[src/rtl/rru_pkg.sv]
// Shared types and constants of the register rename unit.
`default_nettype none

package rru_pkg;

    localparam int PHYS_REGS_DEF = 32;
    localparam int ARCH_REGS_DEF = 64;

    // Command codes; the spare code is ignored by the unit.
    localparam logic [1:0] CMD_RENAME  = 2'd0;
    localparam logic [1:0] CMD_RELEASE = 2'd1;
    localparam logic [1:0] CMD_SQUASH  = 2'd2;
    localparam logic [1:0] CMD_SPARE   = 2'd3;

    // Source operand kinds; the spare kind behaves as an ordinary register.
    localparam logic [1:0] KIND_ORD   = 2'd0;
    localparam logic [1:0] KIND_ZERO  = 2'd1;
    localparam logic [1:0] KIND_PC    = 2'd2;
    localparam logic [1:0] KIND_SPARE = 2'd3;

    // Source classes reported with a result.
    localparam logic [1:0] CLS_MAPPED = 2'd0;
    localparam logic [1:0] CLS_NONE   = 2'd1;
    localparam logic [1:0] CLS_ZERO   = 2'd2;
    localparam logic [1:0] CLS_PC     = 2'd3;

    // Control from the sequencer to the free list.
    typedef struct packed {
        logic rd;
        logic take;
        logic give;
        logic to_tail;
    } rru_fl_ctrl_t;

endpackage

`default_nettype wire

[src/rtl/rru_if.sv]
// Request and result channel interfaces of the register rename unit.
`default_nettype none

interface rru_req_if;
    logic        valid;
    logic        ready;
    logic [1:0]  command;
    logic        uses_first_source;
    logic        uses_second_source;
    logic        uses_destination;
    logic [5:0]  first_source_index;
    logic [1:0]  first_source_kind;
    logic [5:0]  second_source_index;
    logic [1:0]  second_source_kind;
    logic [5:0]  target_index;
    logic [31:0] pending_mask;
    logic        to_tail;

    modport source (
        output valid, command, uses_first_source, uses_second_source, uses_destination,
               first_source_index, first_source_kind, second_source_index,
               second_source_kind, target_index, pending_mask, to_tail,
        input  ready
    );
    modport sink (
        input  valid, command, uses_first_source, uses_second_source, uses_destination,
               first_source_index, first_source_kind, second_source_index,
               second_source_kind, target_index, pending_mask, to_tail,
        output ready
    );
endinterface

interface rru_rsp_if;
    logic       valid;
    logic       ready;
    logic       accepted;
    logic [1:0] first_source_class;
    logic [4:0] first_source_phys;
    logic [1:0] second_source_class;
    logic [4:0] second_source_phys;
    logic       destination_valid;
    logic [4:0] destination_phys;
    logic [4:0] freed_phys;

    modport source (
        output valid, accepted, first_source_class, first_source_phys,
               second_source_class, second_source_phys, destination_valid,
               destination_phys, freed_phys,
        input  ready
    );
    modport sink (
        input  valid, accepted, first_source_class, first_source_phys,
               second_source_class, second_source_phys, destination_valid,
               destination_phys, freed_phys,
        output ready
    );
endinterface

`default_nettype wire

[src/rtl/rru_free_list.sv]
// Circular free list of physical registers held in a synchronous memory.
`default_nettype none

module rru_free_list #(
    parameter int PHYS_REGS = rru_pkg::PHYS_REGS_DEF
) (
    input  logic                               clk,
    input  logic                               rst_n,
    input  rru_pkg::rru_fl_ctrl_t              ctrl,
    input  logic [$clog2(PHYS_REGS)-1:0]       give_phys,
    output logic [$clog2(PHYS_REGS)-1:0]       head_phys,
    output logic [$clog2(PHYS_REGS+1)-1:0]     free_count
);

    localparam int PW = $clog2(PHYS_REGS);
    localparam int CW = $clog2(PHYS_REGS + 1);
    localparam int SW = PW + 2;

    logic [PW-1:0]        mem [PHYS_REGS];
    logic [PHYS_REGS-1:0] vld_reg;
    logic [PW-1:0]        head_reg, head_next;
    logic [CW-1:0]        count_reg, count_next;
    logic [PW-1:0]        rd_q_reg, ra_q_reg;
    logic                 rv_reg;

    logic [SW-1:0] tail_sum;
    logic [PW-1:0] tail_addr, head_dec, head_inc, waddr;
    logic          do_give;

    // Slot addresses, wrapped to the queue depth.
    assign tail_sum  = SW'(head_reg) + SW'(count_reg);
    assign tail_addr = (tail_sum >= SW'(PHYS_REGS)) ? PW'(tail_sum - SW'(PHYS_REGS))
                                                    : PW'(tail_sum);
    assign head_dec  = (head_reg == '0) ? PW'(PHYS_REGS - 1) : head_reg - PW'(1);
    assign head_inc  = (head_reg == PW'(PHYS_REGS - 1)) ? '0 : head_reg + PW'(1);
    assign do_give   = ctrl.give && (count_reg < CW'(PHYS_REGS));
    assign waddr     = ctrl.to_tail ? tail_addr : head_dec;

    // A slot never written reads as its own index, through its valid bit.
    assign head_phys  = rv_reg ? rd_q_reg : ra_q_reg;
    assign free_count = count_reg;

    // Head and count update.
    always_comb
    begin
        head_next  = head_reg;
        count_next = count_reg;
        if (ctrl.take)
        begin
            head_next  = head_inc;
            count_next = count_reg - CW'(1);
        end
        else if (do_give)
        begin
            if (!ctrl.to_tail)
            begin
                head_next = head_dec;
            end
            count_next = count_reg + CW'(1);
        end
    end

    always_ff @(posedge clk or negedge rst_n)
    begin
        if (!rst_n)
        begin
            head_reg  <= '0;
            count_reg <= CW'(PHYS_REGS);
            vld_reg   <= '0;
            rv_reg    <= 1'b0;
        end
        else
        begin
            head_reg  <= head_next;
            count_reg <= count_next;
            if (do_give)
            begin
                vld_reg[waddr] <= 1'b1;
            end
            if (ctrl.rd)
            begin
                rv_reg <= vld_reg[head_reg];
            end
        end
    end

    // Memory write and registered read of the head slot.
    always_ff @(posedge clk)
    begin
        if (do_give)
        begin
            mem[waddr] <= give_phys;
        end
        if (ctrl.rd)
        begin
            rd_q_reg <= mem[head_reg];
            ra_q_reg <= head_reg;
        end
    end

endmodule

`default_nettype wire

[src/rtl/register_rename_unit.sv]
// Register rename unit: map table, mapping chains and free list sequencer.
//
// Requests arrive on req (valid/ready) and each produces exactly one result
// on rsp (valid/ready). One request is worked on at a time; req.ready is high
// only while the sequencer is idle, and a finished result sits in an output
// register so the next request is taken while that result waits.
// Every step of the sequencer does at most one read of the map table memory
// and one of the link memory, each with its data registered for the next
// step. A rename looks up both sources, checks that enough registers are
// free, then allocates one register at a time for each ordinary source in
// use with no mapping and for a destination in use, or is refused for lack
// of free registers; a release of the oldest mapping walks the chain from
// the newest mapping one link read at a time, and does nothing with only one
// mapping or none; a squash pops the newest mapping, and does nothing with
// no mapping; other commands go straight to the result.
// Reset empties every map table entry and refills the free list with all
// physical registers in order, at once, through valid bits; no clearing pass.
// If rsp is stalled, a finished result holds in the sequencer until the
// output register is taken, and no new request is accepted in the meantime.
`default_nettype none

module register_rename_unit #(
    parameter int PHYS_REGS = rru_pkg::PHYS_REGS_DEF,
    parameter int ARCH_REGS = rru_pkg::ARCH_REGS_DEF
) (
    input  logic      clk,
    input  logic      rst_n,
    rru_req_if.sink   req,
    rru_rsp_if.source rsp
);

    import rru_pkg::*;

    localparam int PW = $clog2(PHYS_REGS);
    localparam int AW = $clog2(ARCH_REGS);
    localparam int CW = $clog2(PHYS_REGS + 1);
    localparam int EW = PW + 5;

    typedef enum logic [12:0] {
        S_IDLE = 13'b0000000000001,
        S_RD0  = 13'b0000000000010,
        S_RD1  = 13'b0000000000100,
        S_CHK  = 13'b0000000001000,
        S_ARD  = 13'b0000000010000,
        S_AWR  = 13'b0000000100000,
        S_REL  = 13'b0000001000000,
        S_WALK = 13'b0000010000000,
        S_WLD  = 13'b0000100000000,
        S_FREE = 13'b0001000000000,
        S_SQ   = 13'b0010000000000,
        S_SQ2  = 13'b0100000000000,
        S_DONE = 13'b1000000000000
    } state_t;

    // Arch index wrapped to the table depth by repeated subtraction.
    function automatic logic [AW-1:0] wrap_arch(input logic [5:0] v);
        logic [6:0] t;
        t = {1'b0, v};
        for (int i = 0; i < 8; i++)
        begin
            if (t >= 7'(ARCH_REGS))
            begin
                t = t - 7'(ARCH_REGS);
            end
        end
        return t[AW-1:0];
    endfunction

    function automatic logic [4:0] to5(input logic [PW-1:0] x);
        logic [EW-1:0] w;
        w = {5'b0, x};
        return w[4:0];
    endfunction

    // Registers above 31 have no pending bit and read as not pending.
    function automatic logic pend_at(input logic [31:0] m, input logic [PW-1:0] c);
        logic [EW-1:0] w;
        w = {5'b0, c};
        return (w < EW'(32)) ? m[w[4:0]] : 1'b0;
    endfunction

    state_t state_reg, state_next;

    // Latched request.
    logic [1:0]    cmd_reg, cmd_next;
    logic          use0_reg, use0_next, use1_reg, use1_next, used_reg, used_next;
    logic [AW-1:0] s0_reg, s0_next, s1_reg, s1_next, tgt_reg, tgt_next;
    logic [1:0]    kind0_reg, kind0_next, kind1_reg, kind1_next;
    logic [31:0]   pend_reg, pend_next;
    logic          tail_reg, tail_next;

    // Working values.
    logic          map0_zero_reg, map0_zero_next;
    logic [PW-1:0] map0_phys_reg, map0_phys_next;
    logic [2:0]    todo_reg, todo_next;
    logic [PW-1:0] cur_reg, cur_next, top_reg, top_next;
    logic [CW-1:0] left_reg, left_next, n_reg, n_next;
    logic          npend_reg, npend_next;

    // Result under construction.
    logic          r_acc_reg, r_acc_next, r_dv_reg, r_dv_next;
    logic [1:0]    r_cls0_reg, r_cls0_next, r_cls1_reg, r_cls1_next;
    logic [PW-1:0] r_ph0_reg, r_ph0_next, r_ph1_reg, r_ph1_next;
    logic [PW-1:0] r_dp_reg, r_dp_next, r_freed_reg, r_freed_next;

    // Output register.
    logic       out_valid_reg, out_valid_next;
    logic       out_acc_reg, out_dv_reg;
    logic [1:0] out_cls0_reg, out_cls1_reg;
    logic [4:0] out_ph0_reg, out_ph1_reg, out_dp_reg, out_freed_reg;
    logic       out_load;

    // Map table memory: count and newest mapping per arch register.
    logic [CW+PW-1:0]     arch_mem [ARCH_REGS];
    logic [ARCH_REGS-1:0] arch_vld_reg;
    logic [AW-1:0]        arch_raddr, arch_waddr;
    logic                 arch_we;
    logic [CW+PW-1:0]     arch_wdata, arch_q_reg;
    logic                 arch_rv_reg;
    logic [CW-1:0]        arch_cnt;
    logic [PW-1:0]        arch_phys;

    // Link memory: next older mapping after each physical register.
    logic [PW-1:0] link_mem [PHYS_REGS];
    logic [PW-1:0] link_raddr, link_waddr, link_wdata, link_q_reg;
    logic          link_we;

    // Free list.
    rru_fl_ctrl_t  fl_ctrl;
    logic [PW-1:0] fl_give_phys, fl_head_phys;
    logic [CW-1:0] fl_count;

    // Helpers.
    logic          accept, ord0, ord1, alloc0, alloc1;
    logic [1:0]    need;
    logic [AW-1:0] slot_addr;
    logic [CW-1:0] dec_cnt;

    rru_free_list #(
        .PHYS_REGS (PHYS_REGS)
    ) u_free_list (
        .clk        (clk),
        .rst_n      (rst_n),
        .ctrl       (fl_ctrl),
        .give_phys  (fl_give_phys),
        .head_phys  (fl_head_phys),
        .free_count (fl_count)
    );

    assign req.ready = (state_reg == S_IDLE);
    assign accept    = req.valid && req.ready;

    assign arch_cnt  = arch_rv_reg ? arch_q_reg[CW+PW-1:PW] : '0;
    assign arch_phys = arch_q_reg[PW-1:0];

    assign ord0   = (kind0_reg != KIND_ZERO) && (kind0_reg != KIND_PC);
    assign ord1   = (kind1_reg != KIND_ZERO) && (kind1_reg != KIND_PC);
    assign alloc0 = use0_reg && ord0 && map0_zero_reg;
    assign alloc1 = use1_reg && ord1 && (arch_cnt == '0);
    assign need   = 2'(used_reg) + 2'(alloc0) + 2'(alloc1);

    // The lowest pending allocation is served first: sources, then destination.
    assign slot_addr = todo_reg[0] ? s0_reg : (todo_reg[1] ? s1_reg : tgt_reg);
    assign dec_cnt   = n_reg - CW'(1);

    // Sequencer.
    always_comb
    begin
        state_next     = state_reg;
        cmd_next       = cmd_reg;
        use0_next      = use0_reg;
        use1_next      = use1_reg;
        used_next      = used_reg;
        s0_next        = s0_reg;
        s1_next        = s1_reg;
        tgt_next       = tgt_reg;
        kind0_next     = kind0_reg;
        kind1_next     = kind1_reg;
        pend_next      = pend_reg;
        tail_next      = tail_reg;
        map0_zero_next = map0_zero_reg;
        map0_phys_next = map0_phys_reg;
        todo_next      = todo_reg;
        cur_next       = cur_reg;
        top_next       = top_reg;
        left_next      = left_reg;
        n_next         = n_reg;
        npend_next     = npend_reg;
        r_acc_next     = r_acc_reg;
        r_dv_next      = r_dv_reg;
        r_cls0_next    = r_cls0_reg;
        r_cls1_next    = r_cls1_reg;
        r_ph0_next     = r_ph0_reg;
        r_ph1_next     = r_ph1_reg;
        r_dp_next      = r_dp_reg;
        r_freed_next   = r_freed_reg;
        arch_raddr     = tgt_reg;
        arch_we        = 1'b0;
        arch_waddr     = tgt_reg;
        arch_wdata     = {dec_cnt, top_reg};
        link_raddr     = cur_reg;
        link_we        = 1'b0;
        link_waddr     = fl_head_phys;
        link_wdata     = '0;
        fl_ctrl        = '0;
        fl_give_phys   = cur_reg;
        out_load       = 1'b0;

        case (state_reg)
            S_IDLE:
            begin
                if (accept)
                begin
                    cmd_next     = req.command;
                    use0_next    = req.uses_first_source;
                    use1_next    = req.uses_second_source;
                    used_next    = req.uses_destination;
                    s0_next      = wrap_arch(req.first_source_index);
                    s1_next      = wrap_arch(req.second_source_index);
                    tgt_next     = wrap_arch(req.target_index);
                    kind0_next   = req.first_source_kind;
                    kind1_next   = req.second_source_kind;
                    pend_next    = req.pending_mask;
                    tail_next    = req.to_tail;
                    r_acc_next   = 1'b0;
                    r_dv_next    = 1'b0;
                    r_cls0_next  = CLS_NONE;
                    r_cls1_next  = CLS_NONE;
                    r_ph0_next   = '0;
                    r_ph1_next   = '0;
                    r_dp_next    = '0;
                    r_freed_next = '0;
                    state_next   = S_RD0;
                end
            end

            S_RD0:
            begin
                arch_raddr = (cmd_reg == CMD_RENAME) ? s0_reg : tgt_reg;
                case (cmd_reg)
                    CMD_RENAME:  state_next = S_RD1;
                    CMD_RELEASE: state_next = S_REL;
                    CMD_SQUASH:  state_next = S_SQ;
                    default:     state_next = S_DONE;
                endcase
            end

            S_RD1:
            begin
                map0_zero_next = (arch_cnt == '0);
                map0_phys_next = arch_phys;
                arch_raddr     = s1_reg;
                state_next     = S_CHK;
            end

            // Both sources looked up before any allocation; check capacity.
            S_CHK:
            begin
                if (CW'(need) > fl_count)
                begin
                    state_next = S_DONE;
                end
                else
                begin
                    r_acc_next = 1'b1;
                    if (!use0_reg)
                        r_cls0_next = CLS_NONE;
                    else if (kind0_reg == KIND_ZERO)
                        r_cls0_next = CLS_ZERO;
                    else if (kind0_reg == KIND_PC)
                        r_cls0_next = CLS_PC;
                    else
                    begin
                        r_cls0_next = CLS_MAPPED;
                        r_ph0_next  = map0_zero_reg ? '0 : map0_phys_reg;
                    end
                    if (!use1_reg)
                        r_cls1_next = CLS_NONE;
                    else if (kind1_reg == KIND_ZERO)
                        r_cls1_next = CLS_ZERO;
                    else if (kind1_reg == KIND_PC)
                        r_cls1_next = CLS_PC;
                    else
                    begin
                        r_cls1_next = CLS_MAPPED;
                        r_ph1_next  = (arch_cnt == '0) ? '0 : arch_phys;
                    end
                    todo_next  = {used_reg, alloc1, alloc0};
                    state_next = S_ARD;
                end
            end

            S_ARD:
            begin
                if (todo_reg == 3'b000)
                begin
                    state_next = S_DONE;
                end
                else
                begin
                    arch_raddr = slot_addr;
                    fl_ctrl.rd = 1'b1;
                    state_next = S_AWR;
                end
            end

            // Push the free list head onto the chosen register's chain.
            S_AWR:
            begin
                fl_ctrl.take = 1'b1;
                link_we      = 1'b1;
                link_waddr   = fl_head_phys;
                link_wdata   = (arch_cnt != '0) ? arch_phys : '0;
                arch_we      = 1'b1;
                arch_waddr   = slot_addr;
                arch_wdata   = {arch_cnt + CW'(1), fl_head_phys};
                if (todo_reg[0])
                begin
                    r_ph0_next   = fl_head_phys;
                    todo_next[0] = 1'b0;
                end
                else if (todo_reg[1])
                begin
                    r_ph1_next   = fl_head_phys;
                    todo_next[1] = 1'b0;
                end
                else
                begin
                    r_dp_next    = fl_head_phys;
                    r_dv_next    = 1'b1;
                    todo_next[2] = 1'b0;
                end
                state_next = S_ARD;
            end

            S_REL:
            begin
                if (arch_cnt > CW'(1))
                begin
                    cur_next   = arch_phys;
                    top_next   = arch_phys;
                    n_next     = arch_cnt;
                    left_next  = arch_cnt - CW'(1);
                    npend_next = 1'b0;
                    state_next = S_WALK;
                end
                else
                begin
                    state_next = S_DONE;
                end
            end

            // Walk from the newest mapping toward the oldest.
            S_WALK:
            begin
                npend_next = npend_reg || !pend_at(pend_reg, cur_reg);
                link_raddr = cur_reg;
                left_next  = left_reg - CW'(1);
                state_next = S_WLD;
            end

            S_WLD:
            begin
                cur_next   = link_q_reg;
                state_next = (left_reg == '0) ? S_FREE : S_WALK;
            end

            S_FREE:
            begin
                if (npend_reg)
                begin
                    arch_we         = 1'b1;
                    arch_waddr      = tgt_reg;
                    arch_wdata      = {dec_cnt, top_reg};
                    fl_ctrl.give    = 1'b1;
                    fl_ctrl.to_tail = tail_reg;
                    fl_give_phys    = cur_reg;
                    r_freed_next    = cur_reg;
                    r_acc_next      = 1'b1;
                end
                state_next = S_DONE;
            end

            S_SQ:
            begin
                if (arch_cnt != '0)
                begin
                    top_next   = arch_phys;
                    n_next     = arch_cnt;
                    link_raddr = arch_phys;
                    state_next = S_SQ2;
                end
                else
                begin
                    state_next = S_DONE;
                end
            end

            // Pop the newest mapping; the next older one becomes newest.
            S_SQ2:
            begin
                arch_we         = 1'b1;
                arch_waddr      = tgt_reg;
                arch_wdata      = {dec_cnt, (dec_cnt != '0) ? link_q_reg : top_reg};
                fl_ctrl.give    = 1'b1;
                fl_ctrl.to_tail = tail_reg;
                fl_give_phys    = top_reg;
                r_freed_next    = top_reg;
                r_acc_next      = 1'b1;
                state_next      = S_DONE;
            end

            S_DONE:
            begin
                if (!out_valid_reg || rsp.ready)
                begin
                    out_load   = 1'b1;
                    state_next = S_IDLE;
                end
            end

            default:
            begin
                state_next = S_IDLE;
            end
        endcase
    end

    always_comb
    begin
        out_valid_next = out_valid_reg;
        if (out_load)
            out_valid_next = 1'b1;
        else if (rsp.ready)
            out_valid_next = 1'b0;
    end

    // Control state.
    always_ff @(posedge clk or negedge rst_n)
    begin
        if (!rst_n)
        begin
            state_reg     <= S_IDLE;
            out_valid_reg <= 1'b0;
            arch_vld_reg  <= '0;
            arch_rv_reg   <= 1'b0;
        end
        else
        begin
            state_reg     <= state_next;
            out_valid_reg <= out_valid_next;
            arch_rv_reg   <= arch_vld_reg[arch_raddr];
            if (arch_we)
            begin
                arch_vld_reg[arch_waddr] <= 1'b1;
            end
        end
    end

    // Payload and working registers.
    always_ff @(posedge clk)
    begin
        cmd_reg       <= cmd_next;
        use0_reg      <= use0_next;
        use1_reg      <= use1_next;
        used_reg      <= used_next;
        s0_reg        <= s0_next;
        s1_reg        <= s1_next;
        tgt_reg       <= tgt_next;
        kind0_reg     <= kind0_next;
        kind1_reg     <= kind1_next;
        pend_reg      <= pend_next;
        tail_reg      <= tail_next;
        map0_zero_reg <= map0_zero_next;
        map0_phys_reg <= map0_phys_next;
        todo_reg      <= todo_next;
        cur_reg       <= cur_next;
        top_reg       <= top_next;
        left_reg      <= left_next;
        n_reg         <= n_next;
        npend_reg     <= npend_next;
        r_acc_reg     <= r_acc_next;
        r_dv_reg      <= r_dv_next;
        r_cls0_reg    <= r_cls0_next;
        r_cls1_reg    <= r_cls1_next;
        r_ph0_reg     <= r_ph0_next;
        r_ph1_reg     <= r_ph1_next;
        r_dp_reg      <= r_dp_next;
        r_freed_reg   <= r_freed_next;
        if (out_load)
        begin
            out_acc_reg   <= r_acc_reg;
            out_dv_reg    <= r_dv_reg;
            out_cls0_reg  <= r_cls0_reg;
            out_cls1_reg  <= r_cls1_reg;
            out_ph0_reg   <= to5(r_ph0_reg);
            out_ph1_reg   <= to5(r_ph1_reg);
            out_dp_reg    <= to5(r_dp_reg);
            out_freed_reg <= to5(r_freed_reg);
        end
    end

    // Map table and link memories: one write, one registered read each.
    always_ff @(posedge clk)
    begin
        if (arch_we)
        begin
            arch_mem[arch_waddr] <= arch_wdata;
        end
        arch_q_reg <= arch_mem[arch_raddr];
        if (link_we)
        begin
            link_mem[link_waddr] <= link_wdata;
        end
        link_q_reg <= link_mem[link_raddr];
    end

    assign rsp.valid               = out_valid_reg;
    assign rsp.accepted            = out_acc_reg;
    assign rsp.first_source_class  = out_cls0_reg;
    assign rsp.first_source_phys   = out_ph0_reg;
    assign rsp.second_source_class = out_cls1_reg;
    assign rsp.second_source_phys  = out_ph1_reg;
    assign rsp.destination_valid   = out_dv_reg;
    assign rsp.destination_phys    = out_dp_reg;
    assign rsp.freed_phys          = out_freed_reg;

endmodule

`default_nettype wire

[src/flat_wrapper.sv]
// flat-port wrapper written by rule: the top's interface ports become plain ports
module register_rename_unit_flat import rru_pkg::*;
#(
    parameter int PHYS_REGS = rru_pkg::PHYS_REGS_DEF,
    parameter int ARCH_REGS = rru_pkg::ARCH_REGS_DEF
)
  (clk, rst_n, req_valid, req_command, req_uses_first_source, req_uses_second_source, req_uses_destination, req_first_source_index, req_first_source_kind, req_second_source_index, req_second_source_kind, req_target_index, req_pending_mask, req_to_tail, req_ready, rsp_valid, rsp_accepted, rsp_first_source_class, rsp_first_source_phys, rsp_second_source_class, rsp_second_source_phys, rsp_destination_valid, rsp_destination_phys, rsp_freed_phys, rsp_ready);
  rru_req_if req_i ();
  rru_rsp_if rsp_i ();
  input  logic clk;
  input  logic rst_n;
  input wire logic [$bits(req_i.valid)-1:0] req_valid;
  input wire logic [$bits(req_i.command)-1:0] req_command;
  input wire logic [$bits(req_i.uses_first_source)-1:0] req_uses_first_source;
  input wire logic [$bits(req_i.uses_second_source)-1:0] req_uses_second_source;
  input wire logic [$bits(req_i.uses_destination)-1:0] req_uses_destination;
  input wire logic [$bits(req_i.first_source_index)-1:0] req_first_source_index;
  input wire logic [$bits(req_i.first_source_kind)-1:0] req_first_source_kind;
  input wire logic [$bits(req_i.second_source_index)-1:0] req_second_source_index;
  input wire logic [$bits(req_i.second_source_kind)-1:0] req_second_source_kind;
  input wire logic [$bits(req_i.target_index)-1:0] req_target_index;
  input wire logic [$bits(req_i.pending_mask)-1:0] req_pending_mask;
  input wire logic [$bits(req_i.to_tail)-1:0] req_to_tail;
  output wire logic [$bits(req_i.ready)-1:0] req_ready;
  output wire logic [$bits(rsp_i.valid)-1:0] rsp_valid;
  output wire logic [$bits(rsp_i.accepted)-1:0] rsp_accepted;
  output wire logic [$bits(rsp_i.first_source_class)-1:0] rsp_first_source_class;
  output wire logic [$bits(rsp_i.first_source_phys)-1:0] rsp_first_source_phys;
  output wire logic [$bits(rsp_i.second_source_class)-1:0] rsp_second_source_class;
  output wire logic [$bits(rsp_i.second_source_phys)-1:0] rsp_second_source_phys;
  output wire logic [$bits(rsp_i.destination_valid)-1:0] rsp_destination_valid;
  output wire logic [$bits(rsp_i.destination_phys)-1:0] rsp_destination_phys;
  output wire logic [$bits(rsp_i.freed_phys)-1:0] rsp_freed_phys;
  input wire logic [$bits(rsp_i.ready)-1:0] rsp_ready;
  assign req_i.valid = req_valid;
  assign req_i.command = req_command;
  assign req_i.uses_first_source = req_uses_first_source;
  assign req_i.uses_second_source = req_uses_second_source;
  assign req_i.uses_destination = req_uses_destination;
  assign req_i.first_source_index = req_first_source_index;
  assign req_i.first_source_kind = req_first_source_kind;
  assign req_i.second_source_index = req_second_source_index;
  assign req_i.second_source_kind = req_second_source_kind;
  assign req_i.target_index = req_target_index;
  assign req_i.pending_mask = req_pending_mask;
  assign req_i.to_tail = req_to_tail;
  assign req_ready = req_i.ready;
  assign rsp_valid = rsp_i.valid;
  assign rsp_accepted = rsp_i.accepted;
  assign rsp_first_source_class = rsp_i.first_source_class;
  assign rsp_first_source_phys = rsp_i.first_source_phys;
  assign rsp_second_source_class = rsp_i.second_source_class;
  assign rsp_second_source_phys = rsp_i.second_source_phys;
  assign rsp_destination_valid = rsp_i.destination_valid;
  assign rsp_destination_phys = rsp_i.destination_phys;
  assign rsp_freed_phys = rsp_i.freed_phys;
  assign rsp_i.ready = rsp_ready;
  register_rename_unit #(.PHYS_REGS(PHYS_REGS), .ARCH_REGS(ARCH_REGS)) u_core (.clk(clk), .rst_n(rst_n), .req(req_i), .rsp(rsp_i));
endmodule
[config.mk]
export PLATFORM = sky130hd
export DESIGN_NAME = register_rename_unit_flat
export DESIGN_NICKNAME = d
export VERILOG_FILES = /design/src/rtl/rru_pkg.sv /design/src/rtl/rru_if.sv /design/src/rtl/rru_free_list.sv /design/src/rtl/register_rename_unit.sv /design/src/flat_wrapper.sv
export SDC_FILE = /design/constraint.sdc
export NUM_CORES = 2
export LEC_CHECK = 0
export BUFFER_PORTS_ARGS = -buffer_cell sky130_fd_sc_hd__buf_2
export CAP_MARGIN = 20
export CORE_MARGIN = 2
export CORE_UTILIZATION = 45
export CTS_CLUSTER_DIAMETER = 80
export DETAILED_ROUTE_END_ITERATION = 12
export GPL_TIMING_DRIVEN = 0
export PLACE_DENSITY = 0.6
export SLEW_MARGIN = 20
export SYNTH_ARGS = -nofsm -noshare
export SYNTH_HDL_FRONTEND = slang
export SYNTH_SLANG_ARGS = --single-unit
[constraint.sdc]
create_clock -name clk -period 4.25 [get_ports clk]
set_input_delay 0.2125 -clock clk [delete_from_list [all_inputs] [get_ports clk]]
set_output_delay 0.2125 -clock clk [all_outputs]
set_load 0.01 [all_outputs]
==> summary.txt <==
Placement
  • IO buf count: 91
  • HPWL Detailed: 106000 um
  • Placed insts: 5532
  • GPL Wtd Cong: 0.957
  • Cell Area, Placed: 56800 um2

Yosys
  • Syn_nets: 3962
  • Syn Area/Cell: 13.8 um2
  • Library cells used by synthesis: 86
  • Top post-synthesis cells by area: edfxtp_1 (66%), nand2_1 (5.9%), dfrtp_1 (5.7%)
  • Sequential element share of the synthesized area: 0.724
  • Ys async rst share: 0.0934
  • EDFF count, synth: 1178
  • Synth Flop Type: edfxtp_1
  • Post-synthesis cell area: 53600 um2
  • Cells after Synth: 3870
  • Yosys top cell by area: edfxtp_1
  • #FFs+latches synth: 1317
  • Synth warnings: 0
  • Yosys top cell area share: 0.660

Final layout
  • Final core occ: 0.545
  • Fin cells: 5921
  • Largest Register: u_core.arch_mem
  • Final instance area: 64300 um2
  • Fillcell total: 9535
  • Registers with the most flip-flops: u_core.arch_mem (704), u_core.link_mem (160), u_core.u_free_list.mem (160)
  • Largest register FFs: 704
  • Layout area overhead: 20.1%
  • Share of cells above drive strength 1: 0.202
  • Nets: 4362

Run status
  • Outcome: finished, violations left
  • Violated checks: setup timing

STA
  • Fin. max-slew vios: 0
  • Setup violations, final: 1
  • Post-route minimum period: 4270 ps
  • Worst slew margin: 0.228
  • Skew final: 50.7 ps
  • Least-Margin Pin Slew: 1160 ps
  • Endpoints failing hold: 0
  • Fmax: 234 MHz
  • Final period util: 1.01
  • RSZ-0062 raised after global routing: yes
  • WHS: 67.5 ps
  • Setup ws final: -24.1 ps

Setup path
  • Data arrival, critical path: 4970 ps
  • Worst setup SP type: flop
  • CP max-delay cell: or4_4
  • CP max FO: 10
  • CP endpoint kind: flop
  • CP most frequent cell: buf_2
  • Slowest cell delay on critical path: 570 ps
  • CP Class: reg2reg
  • Crit path required time: 4950 ps
  • Worst-path cell chain: buf_2 > or4_4 > nor3_4 > a32oi_1 > o211ai_1 > buf_12 > buf_2 > buf_2 > clkbuf_4 > nand2_1 > nand3_1 > nand4_1 > a211oi_1 > or4_4

CTS
  • CTS Buffer Depth: 3
  • Number of CTS-inserted buffers: 139
  • Root Buffer: clkbuf_16
  • Worst-path clk slew: 60 ps
  • CTS HTree Levels: 4
  • Clk_lat worst skew: 790 ps
  • Sink Count: 1317
  • CTS tree: yes

Routing
  • Vias per cell: 5.90
  • WL/cell: 26.5 um
  • Final wirelength: 157000 um
  • DR vias: 34900
  • Antenna Violating Nets Remaining: 0
  • Drt initial violations: 4558
  • DRC: 0
  • 1st-pass router iterations: 6

Power and ir drop
  • VDD IR max: 0.000463 V
  • Leakage: 22.6 nW
  • Final Total Pwr: 0.0361 W
  • Power per standard cell area: 561 nW/um2

Die
  • Die footprint: 122000 um2
  • Io pins: 92
  • Initial Util: 0.454
  • FP Rows: 126
  • Die X: 349 um
  • Die height: 349 um
  • Core region area: 118000 um2

GRT
  • Total gr overflow: 0
  • Vias in the first global route: 33900
  • Initial antenna violation count: 2
  • Total GRT Usage: 0.256
  • Largest net degree at the start of global routing: 81
  • First-pass GRT wire length: 227000 um

Run
  • Max-cap violation count: 0

Hold path
  • Worst min-delay path class: in2async
area by class of cell:
type	count	area [um2]	share of cell area
Clock inverter	64	544	0.00846
Tap cell	1536	1920	0.0299
Sequential cell	1317	38800	0.603
Multi-Input combinational cell	2283	14800	0.231
Buffer	228	1280	0.0199
Antenna cell	3	7.51	0.000117
Timing Repair Buffer	265	2960	0.0460
Clock buffer	189	3880	0.0603
Inverter	36	135	0.00210
what timing repair did:
item | 4_1_cts | 5_1_grt
cloned | 0 | 0
buffers inserted | 65 | 10
endpoints found under the setup margin | 967 | 925
hold endpoints to repair | 206 | 0
pin swaps | 53 | 20
resized for setup | 240 | 130
hold buffers | 64 | 0
path summary, 6_finish.rpt:
| path | start | end | slack (ps) | cells after the start |
|---|---|---|---|---|
| setup reg to reg | u_core.state_reg[11] | u_core.arch_q_reg[9] | -20 | 14 |
| min in group clk | req_pending_mask[24] | u_core.pend_reg[24] | 160 | 2 |
| max in group asynchronous | rst_n | u_core.arch_vld_reg[43] | 3670 | 3 |
| setup / recovery | u_core.state_reg[11] | u_core.arch_q_reg[9] | -20 | 14 |
| hold reg to reg | u_core.r_ph1_reg[2] | u_core.rsp.second_source_phys[2] | 420 | 0 |
| hold / removal | rst_n | u_core.u_free_list.free_count[5] | 70 | 2 |
cell usage in the layout, fill, tap and decap left out, drive strengths merged, types with 29 or more instances in the layout:
cell type    count
nand2          849
o21bai          82
nand3          291
buf            321
a21oi          178
dlygate4sd3     63
clkinv          47
a221o           45
clkbuf         298
a311oi          42
nand4           39
edfxtp        1178
nor2           209
inv             44
mux2i           42
a31oi           29
dfrtp          121
mux4            70
power by group:
part / total (W) / internal [W] / leakage [nW] / switching [W]
clock network: 0.0118 / 0.00674 / 2.15 / 0.00507
registers: 0.0149 / 0.0146 / 12.9 / 0.000312
logic: 0.00938 / 0.00282 / 7.60 / 0.00656
total: 0.0361 / 0.0241 / 22.6 / 0.0119
stage by stage:
step	TNS, ps	setup slack (ps)
final	-24.1	-24.1
after global routing	-340	-40.4
after CTS	-2980	-127
after detailed placement	-603150	-1090
after global placement	-2279260	-4140
after floorplan	0	157
kinds of logic (layout without fill, tap and decap cells):
family	Yosys count	after routing	synth area share
AO/OA/AOI/OAI	558	558	0.0738
XOR/XNOR	28	28	0.00472
adder cells (fa/ha/maj)	28	28	0.00696
buffers and inverters	270	782	0.0232
flip-flops	1317	1317	0.724
multiplexers	135	135	0.0422
other	0	3	0
AND/OR/NAND/NOR	1534	1534	0.126
critical path, delay by kind of cell (launching register included):
| kind | cells | cell delay (ps) |
|---|---|---|
| flops | 1 | 350 |
| buf+inv | 5 | 1300 |
| simple gates | 6 | 1660 |
| compound gates | 3 | 880 |
synthesized netlist by cell type, types with 7 or more instances:
library cell	count
nor2_1	209
nor4_1	7
a211o_1	7
dfxtp_1	16
inv_1	36
nor3b_1	9
buf_2	82
a22oi_1	27
nand2_1	849
nor3_1	17
a311oi_1	42
a31oi_1	29
buf_4	14
a21o_1	19
ha_1	25
mux2_2	22
or4_1	14
a221o_1	45
o21ai_0	20
xor2_1	8
clkbuf_1	103
a21oi_1	178
and3_1	17
a32oi_1	26
buf_6	10
nand4_1	39
mux4_2	70
and2_1	14
nand3_1	291
o21bai_1	82
mux2i_1	42
nor2b_1	7
xnor2_1	19
or2_2	22
buf_1	25
dfrtp_1	121
edfxtp_1	1178
o211ai_1	22
a211oi_1	8
layer usage:
metal	vias up	GRT usage	part of all wire
met1	17600	0.366	0.42
met5	-	0	0
met4	0	0.106	0.038
met2	1650	0.387	0.46
met3	326	0.0468	0.086
li1	15300	-	-
No activity file was read; power rests on OpenSTA's default activity.
